===== src/rtl/bleenc_pkg.sv =====
// ----------------------------------------------------------------------------
// BLE advertising encoder package
// Shared constants, types and bit-level functions for the CRC-24 and
// whitening datapath.
// ----------------------------------------------------------------------------
package bleenc_pkg;

  localparam int unsigned CrcW  = 24;
  localparam int unsigned ByteW = 8;
  localparam int unsigned CfgIdxW  = 1;
  localparam int unsigned CfgDataW = 24;
  localparam int unsigned TailW = 2;

  localparam logic [CrcW-1:0]  CrcTaps   = 24'h00065B;
  localparam logic [ByteW-1:0] LfsrTaps  = 8'h11;
  localparam logic [ByteW-1:0] SeedReset = 8'd166;
  localparam logic [CrcW-1:0]  CrcReset  = 24'h555555;

  // Three CRC bytes follow the last payload byte.
  localparam logic [TailW-1:0] TailCrcBytes = 2'd3;

  // Configuration register indexes.
  localparam logic [CfgIdxW-1:0] CfgWhitenSeed = 1'b0;
  localparam logic [CfgIdxW-1:0] CfgCrcInit    = 1'b1;

  // Result of coding one byte.
  typedef struct packed {
    logic [CrcW-1:0]  crc;
    logic [ByteW-1:0] lfsr;
    logic [ByteW-1:0] coded;
  } step_t;

  // Whitening result: next LFSR state and whitened byte.
  typedef struct packed {
    logic [ByteW-1:0] lfsr;
    logic [ByteW-1:0] data;
  } whiten_t;

  function automatic logic [ByteW-1:0] rev8(input logic [ByteW-1:0] b);
    logic [ByteW-1:0] r;
    for (int i = 0; i < ByteW; i++) begin
      r[i] = b[ByteW-1-i];
    end
    return r;
  endfunction

  // CRC-24 update, data fed least significant bit first.
  function automatic logic [CrcW-1:0] crc_byte(input logic [CrcW-1:0] crc,
                                               input logic [ByteW-1:0] b);
    logic [CrcW-1:0] c;
    logic            top;
    c = crc;
    for (int i = 0; i < ByteW; i++) begin
      top = c[CrcW-1];
      c   = {c[CrcW-2:0], 1'b0};
      if (top != b[i]) begin
        c = c ^ CrcTaps;
      end
    end
    return c;
  endfunction

  // Whitening, one LFSR step per bit starting at the byte's LSB.
  function automatic whiten_t whiten(input logic [ByteW-1:0] lfsr,
                                     input logic [ByteW-1:0] b);
    whiten_t w;
    w.lfsr = lfsr;
    w.data = b;
    for (int i = 0; i < ByteW; i++) begin
      if (w.lfsr[ByteW-1]) begin
        w.lfsr    = w.lfsr ^ LfsrTaps;
        w.data[i] = ~w.data[i];
      end
      w.lfsr = {w.lfsr[ByteW-2:0], 1'b0};
    end
    return w;
  endfunction

endpackage


===== src/rtl/bleenc_in_if.sv =====
// ----------------------------------------------------------------------------
// BLE advertising encoder input channel
// Valid/ready channel that carries one header or payload byte per transfer.
// ----------------------------------------------------------------------------
interface bleenc_in_if;
  logic                        valid;
  logic                        ready;
  logic [bleenc_pkg::ByteW-1:0] data_byte;
  logic                        end_of_payload;

  modport source (output valid, output data_byte, output end_of_payload, input ready);
  modport sink   (input valid, input data_byte, input end_of_payload, output ready);
endinterface


===== src/rtl/bleenc_out_if.sv =====
// ----------------------------------------------------------------------------
// BLE advertising encoder output channel
// Valid/ready channel that carries one coded byte per transfer.
// ----------------------------------------------------------------------------
interface bleenc_out_if;
  logic                        valid;
  logic                        ready;
  logic [bleenc_pkg::ByteW-1:0] coded_byte;
  logic                        packet_done;

  modport source (output valid, output coded_byte, output packet_done, input ready);
  modport sink   (input valid, input coded_byte, input packet_done, output ready);
endinterface


===== src/rtl/bleenc_byte_coder.sv =====
// ----------------------------------------------------------------------------
// BLE advertising encoder byte coder
// Combinational CRC update and whitening for one payload byte, or the
// coding of the next CRC byte during the packet tail.
// ----------------------------------------------------------------------------
module bleenc_byte_coder (
  input  logic [bleenc_pkg::CrcW-1:0]  crc_i,
  input  logic [bleenc_pkg::ByteW-1:0] lfsr_i,
  input  logic [bleenc_pkg::ByteW-1:0] byte_i,
  input  logic                         tail_i,
  output bleenc_pkg::step_t            step_o
);

  bleenc_pkg::whiten_t w_data;
  bleenc_pkg::whiten_t w_crc;

  // Payload bytes are whitened as is; CRC bytes are whitened bit-reversed.
  assign w_data = bleenc_pkg::whiten(lfsr_i, byte_i);
  assign w_crc  = bleenc_pkg::whiten(lfsr_i,
                    bleenc_pkg::rev8(crc_i[bleenc_pkg::CrcW-1 -: bleenc_pkg::ByteW]));

  // Select between payload coding and CRC tail coding. Both leave the
  // block bit-reversed for the radio.
  always_comb begin
    if (tail_i) begin
      step_o.crc   = {crc_i[bleenc_pkg::CrcW-bleenc_pkg::ByteW-1:0],
                      {bleenc_pkg::ByteW{1'b0}}};
      step_o.lfsr  = w_crc.lfsr;
      step_o.coded = bleenc_pkg::rev8(w_crc.data);
    end else begin
      step_o.crc   = bleenc_pkg::crc_byte(crc_i, byte_i);
      step_o.lfsr  = w_data.lfsr;
      step_o.coded = bleenc_pkg::rev8(w_data.data);
    end
  end

endmodule


===== src/rtl/ble_adv_packet_encoder.sv =====
// ----------------------------------------------------------------------------
// BLE advertising packet encoder
// CRC-24 generation and data whitening for BLE advertising packets.
// ----------------------------------------------------------------------------
// The block takes one header or payload byte per cycle and returns one coded
// byte per cycle while the output is not stalled, through a single output
// register, so bytes stream back to back. The byte marked end_of_payload is
// followed by the three CRC bytes, most significant first; these take three
// more output transfers, during which the input is held off. The last CRC
// byte carries packet_done. The CRC and the whitening LFSR are reloaded from
// crc_init and whiten_seed at the first byte of every packet; writes to those
// registers take effect at the next packet start.
module ble_adv_packet_encoder (
  input  logic                            clk_i,
  input  logic                            rst_ni,
  bleenc_in_if.sink                       in_ch,
  bleenc_out_if.source                    out_ch,
  input  logic                            cfg_we_i,
  input  logic [bleenc_pkg::CfgIdxW-1:0]  cfg_idx_i,
  input  logic [bleenc_pkg::CfgDataW-1:0] cfg_wdata_i
);

  logic [bleenc_pkg::ByteW-1:0] seed_q;
  logic [bleenc_pkg::CrcW-1:0]  crc_init_q;
  logic [bleenc_pkg::CrcW-1:0]  crc_q, crc_d;
  logic [bleenc_pkg::ByteW-1:0] lfsr_q, lfsr_d;
  logic                         mid_q, mid_d;
  logic [bleenc_pkg::TailW-1:0] tail_q, tail_d;
  logic                         out_valid_q, out_valid_d;
  logic [bleenc_pkg::ByteW-1:0] out_byte_q, out_byte_d;
  logic                         out_done_q, out_done_d;

  logic                         load_ok;
  logic                         in_fire;
  logic                         in_tail;
  logic [bleenc_pkg::CrcW-1:0]  crc_cur;
  logic [bleenc_pkg::ByteW-1:0] lfsr_cur;
  bleenc_pkg::step_t            step;

  // Configuration registers.
  always_ff @(posedge clk_i or negedge rst_ni) begin
    if (!rst_ni) begin
      seed_q     <= bleenc_pkg::SeedReset;
      crc_init_q <= bleenc_pkg::CrcReset;
    end else if (cfg_we_i) begin
      case (cfg_idx_i)
        bleenc_pkg::CfgWhitenSeed: seed_q     <= cfg_wdata_i[bleenc_pkg::ByteW-1:0];
        bleenc_pkg::CfgCrcInit:    crc_init_q <= cfg_wdata_i[bleenc_pkg::CrcW-1:0];
        default: ;
      endcase
    end
  end

  // The output register can take a new byte when empty or being drained.
  assign load_ok     = !out_valid_q || out_ch.ready;
  assign in_tail     = (tail_q != '0);
  assign in_ch.ready = load_ok && !in_tail;
  assign in_fire     = in_ch.valid && in_ch.ready;

  // Packet start loads the presets.
  assign crc_cur  = mid_q ? crc_q  : crc_init_q;
  assign lfsr_cur = mid_q ? lfsr_q : seed_q;

  bleenc_byte_coder u_coder (
    .crc_i  (in_tail ? crc_q : crc_cur),
    .lfsr_i (in_tail ? lfsr_q : lfsr_cur),
    .byte_i (in_ch.data_byte),
    .tail_i (in_tail),
    .step_o (step)
  );

  // Next-state logic for the datapath and the output register.
  always_comb begin
    crc_d       = crc_q;
    lfsr_d      = lfsr_q;
    mid_d       = mid_q;
    tail_d      = tail_q;
    out_valid_d = out_valid_q && !out_ch.ready;
    out_byte_d  = out_byte_q;
    out_done_d  = out_done_q;
    if (in_tail && load_ok) begin
      crc_d       = step.crc;
      lfsr_d      = step.lfsr;
      tail_d      = tail_q - bleenc_pkg::TailW'(1);
      out_valid_d = 1'b1;
      out_byte_d  = step.coded;
      out_done_d  = (tail_q == bleenc_pkg::TailW'(1));
    end else if (in_fire) begin
      crc_d       = step.crc;
      lfsr_d      = step.lfsr;
      mid_d       = !in_ch.end_of_payload;
      tail_d      = in_ch.end_of_payload ? bleenc_pkg::TailCrcBytes : '0;
      out_valid_d = 1'b1;
      out_byte_d  = step.coded;
      out_done_d  = 1'b0;
    end
  end

  // Control state.
  always_ff @(posedge clk_i or negedge rst_ni) begin
    if (!rst_ni) begin
      mid_q       <= 1'b0;
      tail_q      <= '0;
      out_valid_q <= 1'b0;
    end else begin
      mid_q       <= mid_d;
      tail_q      <= tail_d;
      out_valid_q <= out_valid_d;
    end
  end

  // Datapath and payload registers.
  always_ff @(posedge clk_i) begin
    crc_q      <= crc_d;
    lfsr_q     <= lfsr_d;
    out_byte_q <= out_byte_d;
    out_done_q <= out_done_d;
  end

  assign out_ch.valid       = out_valid_q;
  assign out_ch.coded_byte  = out_byte_q;
  assign out_ch.packet_done = out_done_q;

  // A last payload byte starts a three-byte CRC tail.
  a_tail_start: assert property (@(posedge clk_i) disable iff (!rst_ni)
    in_fire && in_ch.end_of_payload |=> tail_q == bleenc_pkg::TailCrcBytes && !mid_q)
    else $error("CRC tail not started after last payload byte");

  // packet_done only shows once the tail is finished and the packet closed.
  a_done_end: assert property (@(posedge clk_i) disable iff (!rst_ni)
    out_valid_q && out_done_q |-> tail_q == '0 && !mid_q)
    else $error("packet_done shown before end of packet");

  // During the tail the output register is always occupied.
  a_tail_busy: assert property (@(posedge clk_i) disable iff (!rst_ni)
    tail_q != '0 |-> out_valid_q)
    else $error("CRC tail pending with empty output register");

endmodule

===== src/flat_wrapper.sv =====
// flat-port wrapper written by rule: the top's interface ports become plain ports
module ble_adv_packet_encoder_flat 
  (clk_i, rst_ni, cfg_we_i, cfg_idx_i, cfg_wdata_i, in_ch_valid, in_ch_data_byte, in_ch_end_of_payload, in_ch_ready, out_ch_valid, out_ch_coded_byte, out_ch_packet_done, out_ch_ready);
  bleenc_in_if in_ch_i ();
  bleenc_out_if out_ch_i ();
  input  logic clk_i;
  input  logic rst_ni;
  input  logic cfg_we_i;
  input  logic [bleenc_pkg::CfgIdxW-1:0] cfg_idx_i;
  input  logic [bleenc_pkg::CfgDataW-1:0] cfg_wdata_i;
  input wire logic [$bits(in_ch_i.valid)-1:0] in_ch_valid;
  input wire logic [$bits(in_ch_i.data_byte)-1:0] in_ch_data_byte;
  input wire logic [$bits(in_ch_i.end_of_payload)-1:0] in_ch_end_of_payload;
  output wire logic [$bits(in_ch_i.ready)-1:0] in_ch_ready;
  output wire logic [$bits(out_ch_i.valid)-1:0] out_ch_valid;
  output wire logic [$bits(out_ch_i.coded_byte)-1:0] out_ch_coded_byte;
  output wire logic [$bits(out_ch_i.packet_done)-1:0] out_ch_packet_done;
  input wire logic [$bits(out_ch_i.ready)-1:0] out_ch_ready;
  assign in_ch_i.valid = in_ch_valid;
  assign in_ch_i.data_byte = in_ch_data_byte;
  assign in_ch_i.end_of_payload = in_ch_end_of_payload;
  assign in_ch_ready = in_ch_i.ready;
  assign out_ch_valid = out_ch_i.valid;
  assign out_ch_coded_byte = out_ch_i.coded_byte;
  assign out_ch_packet_done = out_ch_i.packet_done;
  assign out_ch_i.ready = out_ch_ready;
  ble_adv_packet_encoder u_core (.clk_i(clk_i), .rst_ni(rst_ni), .in_ch(in_ch_i), .out_ch(out_ch_i), .cfg_we_i(cfg_we_i), .cfg_idx_i(cfg_idx_i), .cfg_wdata_i(cfg_wdata_i));
endmodule

===== config.mk =====
export PLATFORM = sky130hd
export DESIGN_NAME = ble_adv_packet_encoder_flat
export DESIGN_NICKNAME = d
export VERILOG_FILES = /design/src/rtl/bleenc_pkg.sv /design/src/rtl/bleenc_in_if.sv /design/src/rtl/bleenc_out_if.sv /design/src/rtl/bleenc_byte_coder.sv /design/src/rtl/ble_adv_packet_encoder.sv /design/src/flat_wrapper.sv
export SDC_FILE = /design/constraint.sdc
export NUM_CORES = 1
export LEC_CHECK = 0
export ABC_AREA = 1
export BUFFER_PORTS_ARGS = -buffer_cell sky130_fd_sc_hd__buf_2
export CORE_MARGIN = 2
export CORE_UTILIZATION = 55
export CTS_BUF_LIST = sky130_fd_sc_hd__clkbuf_4 sky130_fd_sc_hd__clkbuf_8
export DETAILED_ROUTE_END_ITERATION = 8
export PLACE_DENSITY = 0.77
export SLEW_MARGIN = 20
export SYNTH_ARGS = -nofsm -noshare
export SYNTH_HDL_FRONTEND = slang
export SYNTH_SLANG_ARGS = --single-unit

===== constraint.sdc =====
create_clock -name clk_i -period 7.5 [get_ports clk_i]
set_clock_uncertainty 0.05 [all_clocks]
set_input_delay 1.125 -clock clk_i [delete_from_list [all_inputs] [get_ports clk_i]]
set_output_delay 1.125 -clock clk_i [all_outputs]
set_load 0.02 [all_outputs]

==> metrics.md <==
| Metric | Value |
|---|---|
| Status | finished clean |
| Vias in the first global route | 3,320 |
| Final core occ | 64.3% |
| Maximum root-to-sink buffer count | 2 |
| Fin crit share | 38.6% |
| Post-synth top flop | edfxtp_1 |
| Top cells by area, synth | edfxtp_1 28%, nand2_1 18%, dfrtp_1 12% |
| Clock group share of total power | 13.8% |
| P_int | 1.23 mW |
| Synth Instances | 513 |
| Synth unique cells | 34 |
| Min-delay src | u_core.seed_q[4] |
| M1 GR Usage | 29.7% |
| Sequential power share | 34.9% |
| Synth area leader | edfxtp_1 |
| Slew @ Worst Pin | 0.832 ns |
| # hold bufs at CTS | 0 |
| DRT antenna net count | 0 |
| Post-Route WL | 9070 microns |
| Power density over cell area | 466 nW/um^2 |
| Post-synth top cells | 199 x nand2_1, 62 x inv_1, 42 x o21ai_0, 40 x edfxtp_1, 40 x nand3_1 |
| Sequential cell area fraction in the yosys report | 50.3% |
| Setup tns final | 0 ns |
| Grt met3 use | 5.23% |
| Met2 usage in global routing | 39.8% |
| Initial antenna violation count | 0 |
| Hold Fails Final Rpt | 0 |
| Resize count post-CTS | 0 |
| Post-Layout Cell Count | 665 |
| Switching portion of total power | 43.8% |
| Overall via count from detail_route | 3,441 |
| DRC Markers | 0 |
| Clk Latency, worst-skew pair | 0.35 ns |
| Arrival @ worst endpoint | 1.72 ns |
| Drt first pass iters | 5 |
| Die Span Y | 91.6 microns |
| Max_cap viols | 0 |
| Max-slew headroom | 44.5% |
| Inst Count DP | 649 |
| Async SR Flop Fraction | 47.4% |
| Max Freq | 0.345 GHz |
| First-pass GRT wire length | 15,200 microns |
| Initial Utilization | 57.6% |
| Largest net degree at the start of global routing | 45 |
| Worst hold margin | 0.436 ns |
| Crit path launch | u_core.tail_q[0] |
| Die Area | 8390 sq um |
| Vias/cell | 5.17 |
| Die W | 91.6 microns |
| Minimum clock period | 2.90 ns |
| Top-level port count | 50 |
| Detailed Place HPWL | 6560 microns |
| Critical R2R Launch | u_core.tail_q[0] |
| Antenna diodes | 0 |
| Cts bufs inserted | 9 |
| Syn Nets | 554 |
| Worst Path Required | 6.32 ns |
| Syn avg cell area | 8.22 sq um |
| CTS tree | yes |
| Critical Setup Path Class | flop to output pin |
| GP Congestion | 0.898 |
| Total track usage | 23.6% |
| Grt peak-use layer | met2 |
| Num Clock Sinks | 76 |
| Share of cells above drive strength 1 | 19.3% |
| Clock root cell | clkbuf_8 |
| Layout area overhead | 11.7% |
| Synthesized area | 4220 sq um |
| Post-synth EDFFs | 40 |
| Final count of pins violating max slew | 0 |
| CTS clk-pin slew, worst paths | 0.08 ns |
| Post-CTS Setup Repair Bufs | 0 |
| Peak supply drop | 202 uV |
| Min-Delay Path Class | flop to flop |
| Core Box Area | 7330 sq um |
| Gr ovfl total | 0 |
| Count leader, synth | nand2_1 |
| Final setup fails | 0 |
| Comb pwr share | 51.3% |
| Slack of the worst reg-to-reg path | 4.73 ns |
| Nets | 602 |
| Num rows | 31 |
| 1st-iter DRT viols | 259 |
| Lkg Pwr | 2.38 nW |
| WL/cell | 13.6 microns |
| Yosys top cell area share | 28.5% |
| CP endpoint kind | output pin |
| Htree depth | 3 |
| Critical Path Start Type | flop |
| Yosys reg bits | 76 |
| Warnings from Yosys | 0 |
| CP Max Fanout | 33 |
| Switch Pwr | 0.962 mW |
| Port bufs | 49 |
| RSZ-0062 raised after global routing | no |
==> per-stage QoR <==
| stage | power [mW] | area, sq um | worst slack [ns] |
|---|---|---|---|
| finish | 2.20 | 4710 | 4.60 |
| global route | 2.38 | 4710 | 4.41 |
| CTS | 2.20 | 4710 | 4.60 |
| detailed placement | 1.89 | 4520 | 4.61 |
| global placement | 1.85 | 4520 | 4.67 |
| floorplan | 1.64 | 4220 | 4.81 |
==> cells in the final DEF, fill, tap and decap left out, types with 2 or more instances in the layout <==
master / netlist / final
buf_2: 3 / 49
a21oi_1: 11 / 11
ha_1: 2 / 2
mux2i_1: 3 / 3
clkinv_2: 0 / 2
nand2_1: 199 / 199
nand3b_1: 2 / 2
dfrtp_1: 20 / 20
nor2_1: 17 / 17
o21ai_1: 2 / 2
edfxtp_1: 40 / 40
nand3_1: 40 / 40
nand2_2: 2 / 2
or2_2: 2 / 2
inv_1: 62 / 62
xor2_1: 9 / 9
dfstp_2: 16 / 16
mux2_2: 12 / 12
o21ai_0: 42 / 42
buf_4: 2 / 3
xnor2_2: 2 / 2
clkinvlp_4: 0 / 2
xnor2_1: 5 / 5
clkbuf_8: 0 / 9
==> power by group through the flow <==
| stage | Combinational [mW] | Clock [mW] | Sequential, mW |
|---|---|---|---|
| 6_report | 1.13 | 0.303 | 0.766 |
| 3_3_place_gp | 1.08 | 0 | 0.768 |
| 4_1_cts | 1.12 | 0.310 | 0.766 |
| 2_1_floorplan | 0.844 | 0 | 0.796 |
| 3_5_place_dp | 1.11 | 0 | 0.774 |
| 5_1_grt | 1.28 | 0.323 | 0.781 |
==> cells by family after synthesis <==
group           share of synthesized area (%)
compound gates                           7.12
fa+ha+maj                               0.593
mux                                      4.45
flops                                    50.3
buf+inv                                  7.89
xor+xnor                                 4.06
simple gates                             25.6
==> state kept, by name, summed over array words and instances, names as in the netlist <==
register                   count
u_core.out_ch.packet_done      1
u_core.crc_q                  24
u_core.mid_q                   1
u_core.tail_q                  2
u_core.crc_init_q             24
u_core.seed_q                  8
u_core.lfsr_q                  7
u_core.out_ch.coded_byte       8
u_core.out_ch.valid            1
==> per-layer routing <==
metal  routed length, microns  up-vias
met1                     4000     1589
li1                         -     1732
met3                      582       17
met2                     4320      103
met4                      173        0
met5                        0        -
==> path summary, 6_finish.rpt <==
path	to	depth (start not counted)
hold / removal	u_core.seed_q[4]	2
min in group asynchronous	u_core.crc_init_q[21]	1
setup / recovery	in_ch_ready	6
hold reg to reg	u_core.seed_q[4]	2
max in group asynchronous	u_core.crc_init_q[1]	1
setup reg to reg	u_core.crc_q[13]	12
==> critical path, stage by stage (launching register included) <==
cell and delay [ns]:
dfrtp_1 0.39, inv_1 0.09, ha_1 0.19, buf_4 0.35, nand2_1 0.12, inv_1 0.08, buf_2 0.16
==> layout make-up <==
cell class | instances | area (sq um)
fillers | 629 | 2620
clock buffers | 9 | 124
repair buffers | 52 | 268
multi-input cells | 358 | 1760
inverters | 64 | 243
flip-flops and latches | 76 | 2120
clock inverters | 7 | 67.6
well taps | 99 | 124
Power figures use the tool's default switching activity.
